==> config.mk <==
export PLATFORM = sky130hd
export DESIGN_NAME = cpu_8bit_instruction_execute_top
export DESIGN_NICKNAME = d
export VERILOG_FILES = /design/src/hdl/c8x_pkg.sv /design/src/hdl/cpu_8bit_instruction_execute_top.sv
export VERILOG_INCLUDE_DIRS = /design/src /design/src/hdl
export SDC_FILE = /design/constraint.sdc
export NUM_CORES = 2
export LEC_CHECK = 0
export BUFFER_PORTS_ARGS = -buffer_cell sky130_fd_sc_hd__clkbuf_2
export CORE_MARGIN = 5
export CORE_UTILIZATION = 50
export DETAILED_ROUTE_END_ITERATION = 10
export PLACE_DENSITY = 0.66
export SLEW_MARGIN = 10
export SYNTH_ARGS = -nofsm -noshare
export SYNTH_HDL_FRONTEND = slang
export SYNTH_SLANG_ARGS = --single-unit
==> constraint.sdc <==
create_clock -name clk -period 32.2 [get_ports clk]
set_input_delay 0 -clock clk [delete_from_list [all_inputs] [get_ports clk]]
set_output_delay 0 -clock clk [all_outputs]
set_load 0.03 [all_outputs]
==> src/hdl/assert_macros.svh <==
// Assertion macros shared by the RTL.
`ifndef ASSERT_MACROS_SVH
`define ASSERT_MACROS_SVH

// Clocked implication check, disabled during reset.
`define ASSERT_IMPLY(label, clk, rst_n, ante, cons, msg) \
    label: assert property (@(posedge clk) disable iff (!rst_n) (ante) |-> (cons)) \
        else $error(msg);

// Clocked check in the cycle after the antecedent.
`define ASSERT_NEXT(label, clk, rst_n, ante, cons, msg) \
    label: assert property (@(posedge clk) disable iff (!rst_n) (ante) |=> (cons)) \
        else $error(msg);

`endif

==> src/hdl/c8x_pkg.sv <==
`timescale 1ns / 1ps
// ----------------------------------------------------------------------------
// c8x_pkg
// Operation codes, flag positions and reset values for the 6502 executor.
// ----------------------------------------------------------------------------
package c8x_pkg;

    localparam int STACK_DEPTH_DEF = 256;

    typedef enum logic [5:0] {
        OP_INVALID = 6'd0,
        OP_ADC = 6'd1, OP_AND = 6'd2, OP_ASL_M = 6'd3, OP_ASL_A = 6'd4,
        OP_BCC = 6'd5, OP_BCS = 6'd6, OP_BEQ = 6'd7, OP_BIT = 6'd8,
        OP_BMI = 6'd9, OP_BNE = 6'd10, OP_BPL = 6'd11, OP_BRK = 6'd12,
        OP_BVC = 6'd13, OP_BVS = 6'd14, OP_CLC = 6'd15, OP_CLD = 6'd16,
        OP_CLI = 6'd17, OP_CLV = 6'd18, OP_CMP = 6'd19, OP_CPX = 6'd20,
        OP_CPY = 6'd21, OP_DEC = 6'd22, OP_DEX = 6'd23, OP_DEY = 6'd24,
        OP_EOR = 6'd25, OP_INC = 6'd26, OP_INX = 6'd27, OP_INY = 6'd28,
        OP_JMP = 6'd29, OP_JSR = 6'd30, OP_LDA = 6'd31, OP_LDX = 6'd32,
        OP_LDY = 6'd33, OP_LSR_M = 6'd34, OP_LSR_A = 6'd35, OP_NOP = 6'd36,
        OP_ORA = 6'd37, OP_PHA = 6'd38, OP_PHP = 6'd39, OP_PLA = 6'd40,
        OP_PLP = 6'd41, OP_ROL_M = 6'd42, OP_ROL_A = 6'd43, OP_ROR_M = 6'd44,
        OP_ROR_A = 6'd45, OP_RTI = 6'd46, OP_RTS = 6'd47, OP_SBC = 6'd48,
        OP_SEC = 6'd49, OP_SED = 6'd50, OP_SEI = 6'd51, OP_STA = 6'd52,
        OP_STX = 6'd53, OP_STY = 6'd54, OP_TAX = 6'd55, OP_TAY = 6'd56,
        OP_TSX = 6'd57, OP_TXA = 6'd58, OP_TXS = 6'd59, OP_TYA = 6'd60
    } op_t;

    typedef enum logic [0:0] {
        REG_IRQ_VECTOR = 1'b0,
        REG_DECIMAL_ENABLE = 1'b1
    } cfg_reg_t;

    typedef enum logic [2:0] {
        ST_RUN, ST_CLEAR, ST_PUSH, ST_PULL, ST_PULL_WAIT, ST_OUT
    } state_t;

    localparam int FL_C = 0;
    localparam int FL_Z = 1;
    localparam int FL_I = 2;
    localparam int FL_D = 3;
    localparam int FL_B = 4;
    localparam int FL_U = 5;
    localparam int FL_V = 6;
    localparam int FL_N = 7;

    localparam logic [7:0] SP_RESET = 8'hFD;
    localparam logic [7:0] STATUS_RESET = 8'h24;

endpackage

==> src/hdl/cpu_8bit_instruction_execute_top.sv <==
`timescale 1ns / 1ps
// ----------------------------------------------------------------------------
// cpu_8bit_instruction_execute_top
// Executes one decoded 6502 instruction per word with a page-one stack RAM.
// ----------------------------------------------------------------------------
// Most instructions finish in ST_RUN and may follow each other back to back
// while the output is not stalled. Every stack byte goes through the single
// port of the stack RAM, which has a registered read, and a stack instruction
// releases its result through ST_OUT after its last stack access (pulls pass
// ST_PULL_WAIT first). PHA and PHP push one byte, JSR two and BRK three; PLA
// and PLP pull one byte, RTS two and RTI three. After reset the stack RAM is
// cleared one entry per cycle, every entry up to STACK_DEPTH - 1, during which
// no word is accepted. The result sits in an output register; a new word is
// taken at the edge where the last result leaves or once it has left.
module cpu_8bit_instruction_execute_top #(
    parameter int STACK_DEPTH = c8x_pkg::STACK_DEPTH_DEF
) (
    input  logic        clk,
    input  logic        rst_n,
    input  logic        in_valid,
    output logic        in_stall,
    input  logic [5:0]  operation,
    input  logic [7:0]  operand,
    input  logic [15:0] target,
    input  logic [15:0] fall_through_pc,
    output logic        out_valid,
    input  logic        out_stall,
    output logic [15:0] next_pc,
    output logic        mem_write,
    output logic [7:0]  write_data,
    output logic [7:0]  acc_out,
    output logic [7:0]  x_out,
    output logic [7:0]  y_out,
    output logic [7:0]  sp_out,
    output logic [7:0]  status_out,
    output logic        halted,
    input  logic        cfg_valid,
    output logic        cfg_ready,
    input  logic [0:0]  cfg_index,
    input  logic [15:0] cfg_data
);

    `include "assert_macros.svh"

    localparam int AW = (STACK_DEPTH > 1) ? $clog2(STACK_DEPTH) : 1;

    c8x_pkg::state_t state_reg, state_next;

    logic [7:0]  a_reg, a_next, x_reg, x_next, y_reg, y_next;
    logic [7:0]  sp_reg, sp_next, p_reg, p_next;
    logic        halt_reg, halt_next;
    logic [15:0] vec_reg;
    logic        dec_en_reg;

    // Multi-cycle sequence context.
    c8x_pkg::op_t op_reg, op_next;
    logic [1:0]  cnt_reg, cnt_next;
    logic [15:0] pc_reg, pc_next;
    logic [7:0]  pull0_reg, pull0_next;
    logic [AW-1:0] clr_reg, clr_next;

    logic [15:0] npc_reg, npc_next;
    logic        mw_reg, mw_next;
    logic [7:0]  wd_reg, wd_next;
    logic        ov_reg, ov_next;

    logic [7:0]  ram [STACK_DEPTH];
    logic [7:0]  rd_q;
    logic        ram_we, ram_re;
    logic [AW-1:0] ram_addr;
    logic [7:0]  ram_wd;

    logic        out_free, in_acc;
    c8x_pkg::op_t op_in;

    // Combinational ALU results.
    logic [7:0]  alu_a, alu_x, alu_y, alu_sp, alu_p, alu_wd;
    logic [15:0] alu_pc;
    logic        alu_mw, alu_halt;

    logic [8:0]  bin;
    logic [4:0]  dlo;
    logic [9:0]  dt;
    logic        bcd;
    logic signed [5:0] slo;
    logic signed [9:0] sr;
    logic [8:0]  cmp_d;
    logic [7:0]  cmp_r;
    logic [7:0]  sh;
    logic [15:0] addr16;

    assign out_free = !ov_reg || !out_stall;
    assign in_stall = !(state_reg == c8x_pkg::ST_RUN) || !out_free;
    assign in_acc = in_valid && !in_stall;
    assign cfg_ready = 1'b1;
    assign op_in = c8x_pkg::op_t'(operation);

    always_ff @(posedge clk or negedge rst_n)
    begin
        if (!rst_n)
        begin
            vec_reg <= 16'h0000;
            dec_en_reg <= 1'b1;
        end
        else if (cfg_valid)
        begin
            case (cfg_index)
                c8x_pkg::REG_IRQ_VECTOR:     vec_reg <= cfg_data;
                c8x_pkg::REG_DECIMAL_ENABLE: dec_en_reg <= cfg_data[0];
                default: ;
            endcase
        end
    end

    always_comb
    begin
        logic [7:0] p;
        logic [7:0] cv;
        p = p_reg;
        alu_a = a_reg; alu_x = x_reg; alu_y = y_reg; alu_sp = sp_reg;
        alu_pc = fall_through_pc; alu_mw = 1'b0; alu_wd = 8'h00;
        alu_halt = 1'b0;
        bcd = dec_en_reg && p_reg[c8x_pkg::FL_D];
        bin = 9'(a_reg) + 9'(operand) + 9'(p_reg[c8x_pkg::FL_C]);
        dlo = 5'(a_reg[3:0]) + 5'(operand[3:0]) + 5'(p_reg[c8x_pkg::FL_C]);
        if (dlo >= 5'h0A)
            dlo = 5'(((dlo + 5'h06) & 5'h0F) + 5'h10);
        dt = 10'({a_reg[7:4], 4'h0}) + 10'({operand[7:4], 4'h0}) + 10'(dlo);
        slo = 6'sd0;
        sr = 10'sd0;
        cmp_d = 9'd0;
        cmp_r = 8'h00;
        sh = 8'h00;
        cv = 8'h00;
        case (op_in)
            c8x_pkg::OP_ADC:
            begin
                if (!bcd)
                begin
                    p[c8x_pkg::FL_C] = bin[8];
                    p[c8x_pkg::FL_V] = ~(a_reg[7] ^ operand[7]) & (a_reg[7] ^ bin[7]);
                    alu_a = bin[7:0];
                    p[c8x_pkg::FL_Z] = (bin[7:0] == 8'h00);
                    p[c8x_pkg::FL_N] = bin[7];
                end
                else
                begin
                    p[c8x_pkg::FL_Z] = (bin[7:0] == 8'h00);
                    p[c8x_pkg::FL_N] = dt[7];
                    p[c8x_pkg::FL_V] = ~(a_reg[7] ^ operand[7]) & (a_reg[7] ^ dt[7]);
                    if (dt >= 10'h0A0)
                        dt = dt + 10'h060;
                    p[c8x_pkg::FL_C] = (dt >= 10'h100);
                    alu_a = dt[7:0];
                end
            end
            c8x_pkg::OP_SBC:
            begin
                bin = 9'(a_reg) + {1'b0, ~operand} + 9'(p_reg[c8x_pkg::FL_C]);
                p[c8x_pkg::FL_C] = bin[8];
                p[c8x_pkg::FL_V] = (a_reg[7] ^ operand[7]) & (a_reg[7] ^ bin[7]);
                p[c8x_pkg::FL_Z] = (bin[7:0] == 8'h00);
                p[c8x_pkg::FL_N] = bin[7];
                alu_a = bin[7:0];
                if (bcd)
                begin
                    slo = $signed({2'b00, a_reg[3:0]}) - $signed({2'b00, operand[3:0]})
                        + $signed({5'b0, p_reg[c8x_pkg::FL_C]}) - 6'sd1;
                    if (slo < 0)
                        slo = $signed(((slo + 6'sd26) & 6'sh0F)) - 6'sd16;
                    sr = $signed({2'b00, a_reg[7:4], 4'h0})
                        - $signed({2'b00, operand[7:4], 4'h0}) + 10'(slo);
                    if (sr < 0)
                        sr = sr - 10'sd96;
                    alu_a = sr[7:0];
                end
            end
            c8x_pkg::OP_AND, c8x_pkg::OP_EOR, c8x_pkg::OP_ORA, c8x_pkg::OP_LDA,
            c8x_pkg::OP_TXA, c8x_pkg::OP_TYA:
            begin
                case (op_in)
                    c8x_pkg::OP_AND: alu_a = a_reg & operand;
                    c8x_pkg::OP_EOR: alu_a = a_reg ^ operand;
                    c8x_pkg::OP_ORA: alu_a = a_reg | operand;
                    c8x_pkg::OP_LDA: alu_a = operand;
                    c8x_pkg::OP_TXA: alu_a = x_reg;
                    default:         alu_a = y_reg;
                endcase
                p[c8x_pkg::FL_Z] = (alu_a == 8'h00);
                p[c8x_pkg::FL_N] = alu_a[7];
            end
            c8x_pkg::OP_LDX, c8x_pkg::OP_TAX, c8x_pkg::OP_TSX, c8x_pkg::OP_INX,
            c8x_pkg::OP_DEX:
            begin
                case (op_in)
                    c8x_pkg::OP_LDX: alu_x = operand;
                    c8x_pkg::OP_TAX: alu_x = a_reg;
                    c8x_pkg::OP_TSX: alu_x = sp_reg;
                    c8x_pkg::OP_INX: alu_x = x_reg + 8'd1;
                    default:         alu_x = x_reg - 8'd1;
                endcase
                p[c8x_pkg::FL_Z] = (alu_x == 8'h00);
                p[c8x_pkg::FL_N] = alu_x[7];
            end
            c8x_pkg::OP_LDY, c8x_pkg::OP_TAY, c8x_pkg::OP_INY, c8x_pkg::OP_DEY:
            begin
                case (op_in)
                    c8x_pkg::OP_LDY: alu_y = operand;
                    c8x_pkg::OP_TAY: alu_y = a_reg;
                    c8x_pkg::OP_INY: alu_y = y_reg + 8'd1;
                    default:         alu_y = y_reg - 8'd1;
                endcase
                p[c8x_pkg::FL_Z] = (alu_y == 8'h00);
                p[c8x_pkg::FL_N] = alu_y[7];
            end
            c8x_pkg::OP_ASL_M, c8x_pkg::OP_LSR_M, c8x_pkg::OP_ROL_M, c8x_pkg::OP_ROR_M,
            c8x_pkg::OP_ASL_A, c8x_pkg::OP_LSR_A, c8x_pkg::OP_ROL_A, c8x_pkg::OP_ROR_A:
            begin
                if (op_in == c8x_pkg::OP_ASL_M || op_in == c8x_pkg::OP_LSR_M
                    || op_in == c8x_pkg::OP_ROL_M || op_in == c8x_pkg::OP_ROR_M)
                    cv = operand;
                else
                    cv = a_reg;
                case (op_in)
                    c8x_pkg::OP_ASL_M, c8x_pkg::OP_ASL_A:
                    begin
                        sh = {cv[6:0], 1'b0}; p[c8x_pkg::FL_C] = cv[7];
                    end
                    c8x_pkg::OP_ROL_M, c8x_pkg::OP_ROL_A:
                    begin
                        sh = {cv[6:0], p_reg[c8x_pkg::FL_C]}; p[c8x_pkg::FL_C] = cv[7];
                    end
                    c8x_pkg::OP_LSR_M, c8x_pkg::OP_LSR_A:
                    begin
                        sh = {1'b0, cv[7:1]}; p[c8x_pkg::FL_C] = cv[0];
                    end
                    default:
                    begin
                        sh = {p_reg[c8x_pkg::FL_C], cv[7:1]}; p[c8x_pkg::FL_C] = cv[0];
                    end
                endcase
                p[c8x_pkg::FL_Z] = (sh == 8'h00);
                p[c8x_pkg::FL_N] = sh[7];
                if (cv == operand && (op_in == c8x_pkg::OP_ASL_M
                    || op_in == c8x_pkg::OP_LSR_M || op_in == c8x_pkg::OP_ROL_M
                    || op_in == c8x_pkg::OP_ROR_M))
                begin
                    alu_mw = 1'b1; alu_wd = sh;
                end
                else
                    alu_a = sh;
            end
            c8x_pkg::OP_INC, c8x_pkg::OP_DEC:
            begin
                alu_wd = (op_in == c8x_pkg::OP_INC) ? operand + 8'd1 : operand - 8'd1;
                alu_mw = 1'b1;
                p[c8x_pkg::FL_Z] = (alu_wd == 8'h00);
                p[c8x_pkg::FL_N] = alu_wd[7];
            end
            c8x_pkg::OP_CMP, c8x_pkg::OP_CPX, c8x_pkg::OP_CPY:
            begin
                case (op_in)
                    c8x_pkg::OP_CMP: cmp_r = a_reg;
                    c8x_pkg::OP_CPX: cmp_r = x_reg;
                    default:         cmp_r = y_reg;
                endcase
                cmp_d = 9'(cmp_r) - 9'(operand);
                p[c8x_pkg::FL_Z] = (cmp_d[7:0] == 8'h00);
                p[c8x_pkg::FL_N] = cmp_d[7];
                p[c8x_pkg::FL_C] = !cmp_d[8];
            end
            c8x_pkg::OP_BIT:
            begin
                p[c8x_pkg::FL_Z] = ((a_reg & operand) == 8'h00);
                p[c8x_pkg::FL_N] = operand[7];
                p[c8x_pkg::FL_V] = operand[6];
            end
            c8x_pkg::OP_BCC: if (!p_reg[c8x_pkg::FL_C]) alu_pc = target;
            c8x_pkg::OP_BCS: if (p_reg[c8x_pkg::FL_C]) alu_pc = target;
            c8x_pkg::OP_BEQ: if (p_reg[c8x_pkg::FL_Z]) alu_pc = target;
            c8x_pkg::OP_BNE: if (!p_reg[c8x_pkg::FL_Z]) alu_pc = target;
            c8x_pkg::OP_BMI: if (p_reg[c8x_pkg::FL_N]) alu_pc = target;
            c8x_pkg::OP_BPL: if (!p_reg[c8x_pkg::FL_N]) alu_pc = target;
            c8x_pkg::OP_BVC: if (!p_reg[c8x_pkg::FL_V]) alu_pc = target;
            c8x_pkg::OP_BVS: if (p_reg[c8x_pkg::FL_V]) alu_pc = target;
            c8x_pkg::OP_JMP: alu_pc = target;
            c8x_pkg::OP_CLC: p[c8x_pkg::FL_C] = 1'b0;
            c8x_pkg::OP_CLD: p[c8x_pkg::FL_D] = 1'b0;
            c8x_pkg::OP_CLI: p[c8x_pkg::FL_I] = 1'b0;
            c8x_pkg::OP_CLV: p[c8x_pkg::FL_V] = 1'b0;
            c8x_pkg::OP_SEC: p[c8x_pkg::FL_C] = 1'b1;
            c8x_pkg::OP_SED: p[c8x_pkg::FL_D] = 1'b1;
            c8x_pkg::OP_SEI: p[c8x_pkg::FL_I] = 1'b1;
            c8x_pkg::OP_STA: begin alu_mw = 1'b1; alu_wd = a_reg; end
            c8x_pkg::OP_STX: begin alu_mw = 1'b1; alu_wd = x_reg; end
            c8x_pkg::OP_STY: begin alu_mw = 1'b1; alu_wd = y_reg; end
            c8x_pkg::OP_TXS: alu_sp = x_reg;
            c8x_pkg::OP_NOP: ;
            // Stack instructions are finished by the sequencer.
            c8x_pkg::OP_BRK, c8x_pkg::OP_JSR, c8x_pkg::OP_PHA, c8x_pkg::OP_PHP,
            c8x_pkg::OP_PLA, c8x_pkg::OP_PLP, c8x_pkg::OP_RTI, c8x_pkg::OP_RTS: ;
            default: alu_halt = 1'b1;
        endcase
        alu_p = p;
    end

    always_comb
    begin
        state_next = state_reg;
        case (state_reg)
            c8x_pkg::ST_CLEAR:
                if (clr_reg == AW'(STACK_DEPTH - 1))
                    state_next = c8x_pkg::ST_RUN;
            c8x_pkg::ST_RUN:
                if (in_acc && !halt_reg)
                begin
                    case (op_in)
                        c8x_pkg::OP_BRK, c8x_pkg::OP_JSR, c8x_pkg::OP_PHA,
                        c8x_pkg::OP_PHP:
                            state_next = c8x_pkg::ST_PUSH;
                        c8x_pkg::OP_PLA, c8x_pkg::OP_PLP, c8x_pkg::OP_RTI,
                        c8x_pkg::OP_RTS:
                            state_next = c8x_pkg::ST_PULL;
                        default: state_next = c8x_pkg::ST_RUN;
                    endcase
                end
            c8x_pkg::ST_PUSH:
                if (cnt_reg == 2'd0)
                    state_next = c8x_pkg::ST_OUT;
            c8x_pkg::ST_PULL:
                if (cnt_reg == 2'd0)
                    state_next = c8x_pkg::ST_PULL_WAIT;
            c8x_pkg::ST_PULL_WAIT: state_next = c8x_pkg::ST_OUT;
            c8x_pkg::ST_OUT:
                if (out_free)
                    state_next = c8x_pkg::ST_RUN;
            default: state_next = c8x_pkg::ST_RUN;
        endcase
    end

    always_comb
    begin
        a_next = a_reg; x_next = x_reg; y_next = y_reg; sp_next = sp_reg;
        p_next = p_reg; halt_next = halt_reg;
        op_next = op_reg; cnt_next = cnt_reg; pc_next = pc_reg;
        pull0_next = pull0_reg;
        clr_next = clr_reg;
        npc_next = npc_reg; mw_next = mw_reg; wd_next = wd_reg;
        ov_next = ov_reg && out_stall;
        ram_we = 1'b0; ram_re = 1'b0; ram_addr = AW'(sp_reg); ram_wd = 8'h00;
        addr16 = 16'h0000;
        case (state_reg)
            c8x_pkg::ST_CLEAR:
            begin
                ram_we = 1'b1; ram_addr = clr_reg; ram_wd = 8'h00;
                clr_next = clr_reg + AW'(1);
            end
            c8x_pkg::ST_RUN:
                if (in_acc)
                begin
                    op_next = op_in;
                    pc_next = fall_through_pc;
                    if (halt_reg || alu_halt)
                    begin
                        halt_next = 1'b1;
                        npc_next = fall_through_pc; mw_next = 1'b0; wd_next = 8'h00;
                        ov_next = 1'b1;
                    end
                    else
                    begin
                        case (op_in)
                            c8x_pkg::OP_BRK: begin cnt_next = 2'd2; pc_next = fall_through_pc + 16'd1; end
                            c8x_pkg::OP_JSR: begin cnt_next = 2'd1; pc_next = fall_through_pc - 16'd1; end
                            c8x_pkg::OP_RTI: cnt_next = 2'd2;
                            c8x_pkg::OP_RTS: cnt_next = 2'd1;
                            default: cnt_next = 2'd0;
                        endcase
                        if (state_next == c8x_pkg::ST_RUN)
                        begin
                            a_next = alu_a; x_next = alu_x; y_next = alu_y;
                            sp_next = alu_sp; p_next = alu_p;
                            npc_next = alu_pc; mw_next = alu_mw; wd_next = alu_wd;
                            ov_next = 1'b1;
                        end
                        else
                        begin
                            npc_next = (op_in == c8x_pkg::OP_JSR) ? target : fall_through_pc;
                        end
                    end
                end
            c8x_pkg::ST_PUSH:
            begin
                ram_we = 1'b1; ram_addr = AW'(sp_reg);
                case (op_reg)
                    c8x_pkg::OP_BRK, c8x_pkg::OP_JSR:
                        case (cnt_reg)
                            2'd2:    ram_wd = pc_reg[15:8];
                            2'd1:    ram_wd = (op_reg == c8x_pkg::OP_JSR) ? pc_reg[15:8]
                                                                           : pc_reg[7:0];
                            default: ram_wd = (op_reg == c8x_pkg::OP_JSR) ? pc_reg[7:0]
                                                                           : (p_reg | 8'h30);
                        endcase
                    c8x_pkg::OP_PHA: ram_wd = a_reg;
                    default:         ram_wd = p_reg | 8'h30;
                endcase
                sp_next = sp_reg - 8'd1;
                cnt_next = cnt_reg - 2'd1;
                if (cnt_reg == 2'd0)
                begin
                    mw_next = 1'b0; wd_next = 8'h00;
                    if (op_reg == c8x_pkg::OP_BRK)
                    begin
                        p_next[c8x_pkg::FL_I] = 1'b1;
                        npc_next = vec_reg;
                    end
                end
            end
            c8x_pkg::ST_PULL:
            begin
                // Reads issue back to back; rd_q is registered, so data lands in the next cycle.
                ram_re = 1'b1; ram_addr = AW'(sp_reg + 8'd1);
                sp_next = sp_reg + 8'd1;
                cnt_next = cnt_reg - 2'd1;
                if (cnt_reg != 2'd2 || op_reg != c8x_pkg::OP_RTI)
                    pull0_next = rd_q;
                if (cnt_reg == 2'd1 && op_reg == c8x_pkg::OP_RTI)
                    p_next = (rd_q & 8'hCF) | 8'h20;
            end
            c8x_pkg::ST_PULL_WAIT:
            begin
                mw_next = 1'b0; wd_next = 8'h00;
                case (op_reg)
                    c8x_pkg::OP_PLA:
                    begin
                        a_next = rd_q;
                        p_next[c8x_pkg::FL_Z] = (rd_q == 8'h00);
                        p_next[c8x_pkg::FL_N] = rd_q[7];
                    end
                    c8x_pkg::OP_PLP: p_next = (rd_q & 8'hCF) | 8'h20;
                    c8x_pkg::OP_RTI: npc_next = {rd_q, pull0_reg};
                    default:
                    begin
                        addr16 = {rd_q, pull0_reg};
                        npc_next = addr16 + 16'd1;
                    end
                endcase
            end
            c8x_pkg::ST_OUT:
                if (out_free)
                    ov_next = 1'b1;
            default: ;
        endcase
    end

    always_ff @(posedge clk)
    begin
        if (ram_we)
            ram[ram_addr] <= ram_wd;
        if (ram_re)
            rd_q <= ram[ram_addr];
    end

    always_ff @(posedge clk or negedge rst_n)
    begin
        if (!rst_n)
        begin
            state_reg <= c8x_pkg::ST_CLEAR;
            a_reg <= 8'h00; x_reg <= 8'h00; y_reg <= 8'h00;
            sp_reg <= c8x_pkg::SP_RESET; p_reg <= c8x_pkg::STATUS_RESET;
            halt_reg <= 1'b0; ov_reg <= 1'b0;
            clr_reg <= '0; cnt_reg <= 2'd0;
            op_reg <= c8x_pkg::OP_NOP;
        end
        else
        begin
            state_reg <= state_next;
            a_reg <= a_next; x_reg <= x_next; y_reg <= y_next;
            sp_reg <= sp_next; p_reg <= p_next;
            halt_reg <= halt_next; ov_reg <= ov_next;
            clr_reg <= clr_next; cnt_reg <= cnt_next;
            op_reg <= op_next;
        end
    end

    always_ff @(posedge clk)
    begin
        pc_reg <= pc_next;
        pull0_reg <= pull0_next;
        npc_reg <= npc_next; mw_reg <= mw_next; wd_reg <= wd_next;
    end

    assign out_valid = ov_reg;
    assign next_pc = npc_reg;
    assign mem_write = mw_reg;
    assign write_data = wd_reg;
    assign acc_out = a_reg;
    assign x_out = x_reg;
    assign y_out = y_reg;
    assign sp_out = sp_reg;
    assign status_out = p_reg;
    assign halted = halt_reg;

    `ASSERT_IMPLY(a_no_take_busy, clk, rst_n, state_reg != c8x_pkg::ST_RUN, in_stall,
        "word accepted while sequencer busy")
    `ASSERT_IMPLY(a_status_bits, clk, rst_n, 1'b1, p_reg[5] && !p_reg[4],
        "status bit 5 or bit 4 wrong")
    `ASSERT_NEXT(a_halt_sticky, clk, rst_n, halt_reg, halt_reg, "halt cleared")
    `ASSERT_IMPLY(a_wd_zero, clk, rst_n, out_valid && !mem_write, write_data == 8'h00,
        "write data not zero without write")

endmodule
==> metrics.yaml <==
cells_and_area:
  nets: 6089
  layout_commonest_cell: "edfxtp_1"
  drive_gt1_share_pct: 18.84
  area_delta_synth_final_pct: 12.07
  largest_reg_flops: 2048
  final_cell_mix: "edfxtp_1, nand2_1, mux4_2"
  top_register: "ram"
synthesis:
  synth_seq_area_share_pct: 69.75
  ys_seq_elements: 2182
  synth_ff_type: "edfxtp_1"
  syn_area_per_cell_um2: 16.42
  synthArstFlopShare_pct: 3.529
  synth_cells: 5690
  syn_area_um2: 93410
  syn-num-nets: 5860
  yosysWarnings: 0
  synth-edff-count: 2105
  synth_cell_type_count: 93
setup_path:
  crit_type: "register to register"
  worstSetupStartpointType: "register"
  cp_max_fo: 78
  cp-end-kind: "register"
  worstPathArrival_ns: 7.48
  critical_path_required_ns: 32.76
clocking:
  cts_tree: "built"
  cts.path.max_buffers: 3
  clk_pin_slew_ns: 0.06
  clock-sinks: 2182
  cts-htree-levels: 4
  numCtsBuffers: 209
  clk_latency_ns: 0.86
  root_buffer: "clkbuf_16"
  cts_resized: 0
routing:
  wire_per_inst_um: 31.92
  vias_per_cell: 6.498
  drtPass1Iterations: 9
  drtAntennaViolNets: 0
  drt-total-wl_um: 273800
  drc: 0
  vias: 55730
  drt_iter0_drc: 7200
pwr:
  powerDensity_nw_per_um2: 93.22
  p_leak_nw: 34.58
  power.total_w: 0.009759
  peakVddDrop_uv: 156.1
timing:
  tightest_slew_ns: 1.359
  rsz0062_at_grt: "false"
  hold_viol_final: 0
  timing.fmax_mhz: 144.5
  slew_viol_final: 0
  fin_crit_ns: 6.918
  maxSlewHeadroom_pct: 8.133
  finalSetupViolCount: 0
  tns_ns: 0
  fin_crit_sh_pct: 21.49
  final.setup_skew_ns: 0.04207
global_routing:
  antenna_found_initial: 6
  overflow: 0
  grt_max_degree: 234
  grt_pass1_wl_um: 395100
  first_global_vias: 54340
  grt.total_usage_pct: 27.49
die:
  pin_count: 137
  die_y_um: 442.2
  die-width_um: 442.2
  dieArea_um2: 195600
  rows: 158
  design.core.area_um2: 185600
  start_util_pct: 50.32
min_path:
  holdCritPathClass: "primary input to register"
placement:
  io_buffers: 134
  gp_congestion: 0.9656
  place_hpwl_um: 168600
flow_run:
  maxCapViolCount: 0
run_status:
  status: "completed"
cell type report:
| class | instances | area, µm² |
|---|---|---|
| tap | 2480 | 3103 |
| sequential | 2182 | 65150 |
| inverter | 67 | 251.5 |
| fill | 14090 | 80940 |
| clock inverter | 131 | 1290 |
| antenna | 3 | 7.507 |
| multi-input combinational | 3094 | 26600 |
| timing repair buffer | 365 | 2798 |
| clock buffer | 254 | 5484 |
final timing paths:
| kind | start | end | slack, ns | cells after the start |
|---|---|---|---|---|
| min reg2reg | vec_reg[1] | vec_reg[1] | 0.51 | 1 |
| min | fall_through_pc[15] | pc_reg[15] | 0.07 | 3 |
| min in group asynchronous | rst_n | acc_out[5] | 0.50 | 4 |
| max in group asynchronous | rst_n | acc_out[0] | 30.57 | 4 |
| max | state_reg[0] | rd_q[6] | 25.28 | 14 |
| max reg2reg | state_reg[0] | rd_q[6] | 25.28 | 14 |
report_power, final:
part / internal (W) / switching (W) / leakage [nW]
Clock: 0.00137 / 0.00108 / 3.30
Sequential: 0.00321 / 0.000116 / 20.5
Combinational: 0.00137 / 0.00261 / 10.7
Total: 0.00595 / 0.00381 / 34.6
stage by stage:
step           area, µm²  worst slack [ns]  hold slack, ns  std cells  utilization, %
6_report          104700             25.28         0.07449       8576           56.40
2_1_floorplan      93410             21.93         -0.2956       5690               -
3_5_place_dp       96840             25.20        -0.08797       8082           52.17
5_1_grt           104700             24.75         0.04998       8574           56.39
4_1_cts           104700             25.20         0.01127       8573           56.39
3_3_place_gp       96820             25.32        -0.08652       8081           52.16
layer usage:
metal  GRT usage, %  part of all wire [%]  routed length [µm]
met3          6.615                    10               27800
met1          37.74                    38              104800
met4          10.65                   4.5               12450
met2          43.03                    47              128600
met5              0                 0.014                  37
cells in the mapped netlist (15+ instances only):
| library cell | n | area share [%] |
|---|---|---|
| edfxtp_1 | 2105 | 68 |
| o21bai_1 | 15 | 0.12 |
| mux4_2 | 478 | 12 |
| buf_1 | 45 | 0.18 |
| buf_6 | 16 | 0.19 |
| nand2_1 | 613 | 2.5 |
| buf_4 | 45 | 0.36 |
| nor2b_1 | 33 | 0.22 |
| xor2_1 | 28 | 0.26 |
| o211ai_1 | 21 | 0.17 |
| nor2_1 | 412 | 1.7 |
| nor4_1 | 31 | 0.21 |
| a211oi_1 | 68 | 0.55 |
| nand4_1 | 39 | 0.26 |
| mux2i_1 | 128 | 1.4 |
| and3_1 | 60 | 0.40 |
| a22oi_1 | 37 | 0.30 |
| a311oi_1 | 17 | 0.16 |
| xnor2_1 | 56 | 0.53 |
| a21oi_1 | 200 | 1.1 |
| and2_1 | 16 | 0.11 |
| nand3_1 | 126 | 0.68 |
| o21ai_0 | 104 | 0.56 |
| dfrtp_1 | 64 | 1.7 |
| nand2b_1 | 30 | 0.20 |
| a21o_1 | 19 | 0.15 |
| o22ai_1 | 44 | 0.29 |
| buf_2 | 59 | 0.32 |
| clkbuf_1 | 181 | 0.73 |
| nor3_1 | 94 | 0.50 |
| fa_1 | 15 | 0.32 |
| ha_1 | 87 | 1.2 |
| mux2_2 | 41 | 0.49 |
| a221oi_1 | 26 | 0.24 |
| inv_1 | 64 | 0.26 |
| a31oi_1 | 30 | 0.20 |
critical path, stage by stage, from the launching register on:
cell	delay, ns
dfstp_2	0.82
nand2b_1	0.32
a211oi_2	0.48
or2_4	0.70
buf_12	0.57
buf_4	0.69
buf_4	0.71
mux4_2	0.59
nand2_1	0.08
and3_1	0.18
a211oi_1	0.10
buf_4	0.21
or4_1	0.41
nor3_1	0.47
nand3_1	0.12
cell families (layout without fill, tap and decap cells):
logic type | after synthesis | after routing | synth area share, %
other cells | 2 | 5 | 0.008040
buf+inv | 414 | 817 | 2.064
xor+xnor | 84 | 84 | 0.7876
mux | 648 | 648 | 13.40
compound gates | 731 | 731 | 5.208
fa+ha+maj | 102 | 102 | 1.487
simple gates | 1527 | 1527 | 7.296
flops | 2182 | 2182 | 69.75
timing repair:
item | 4_1_cts | 5_1_grt
setup endpoints to repair | 0 | 0
setup buffers | 0 | 0
endpoints found under the hold margin | 141 | 0
hold buffers | 106 | 0
Note: power is estimated with default switching activity, not from simulation.
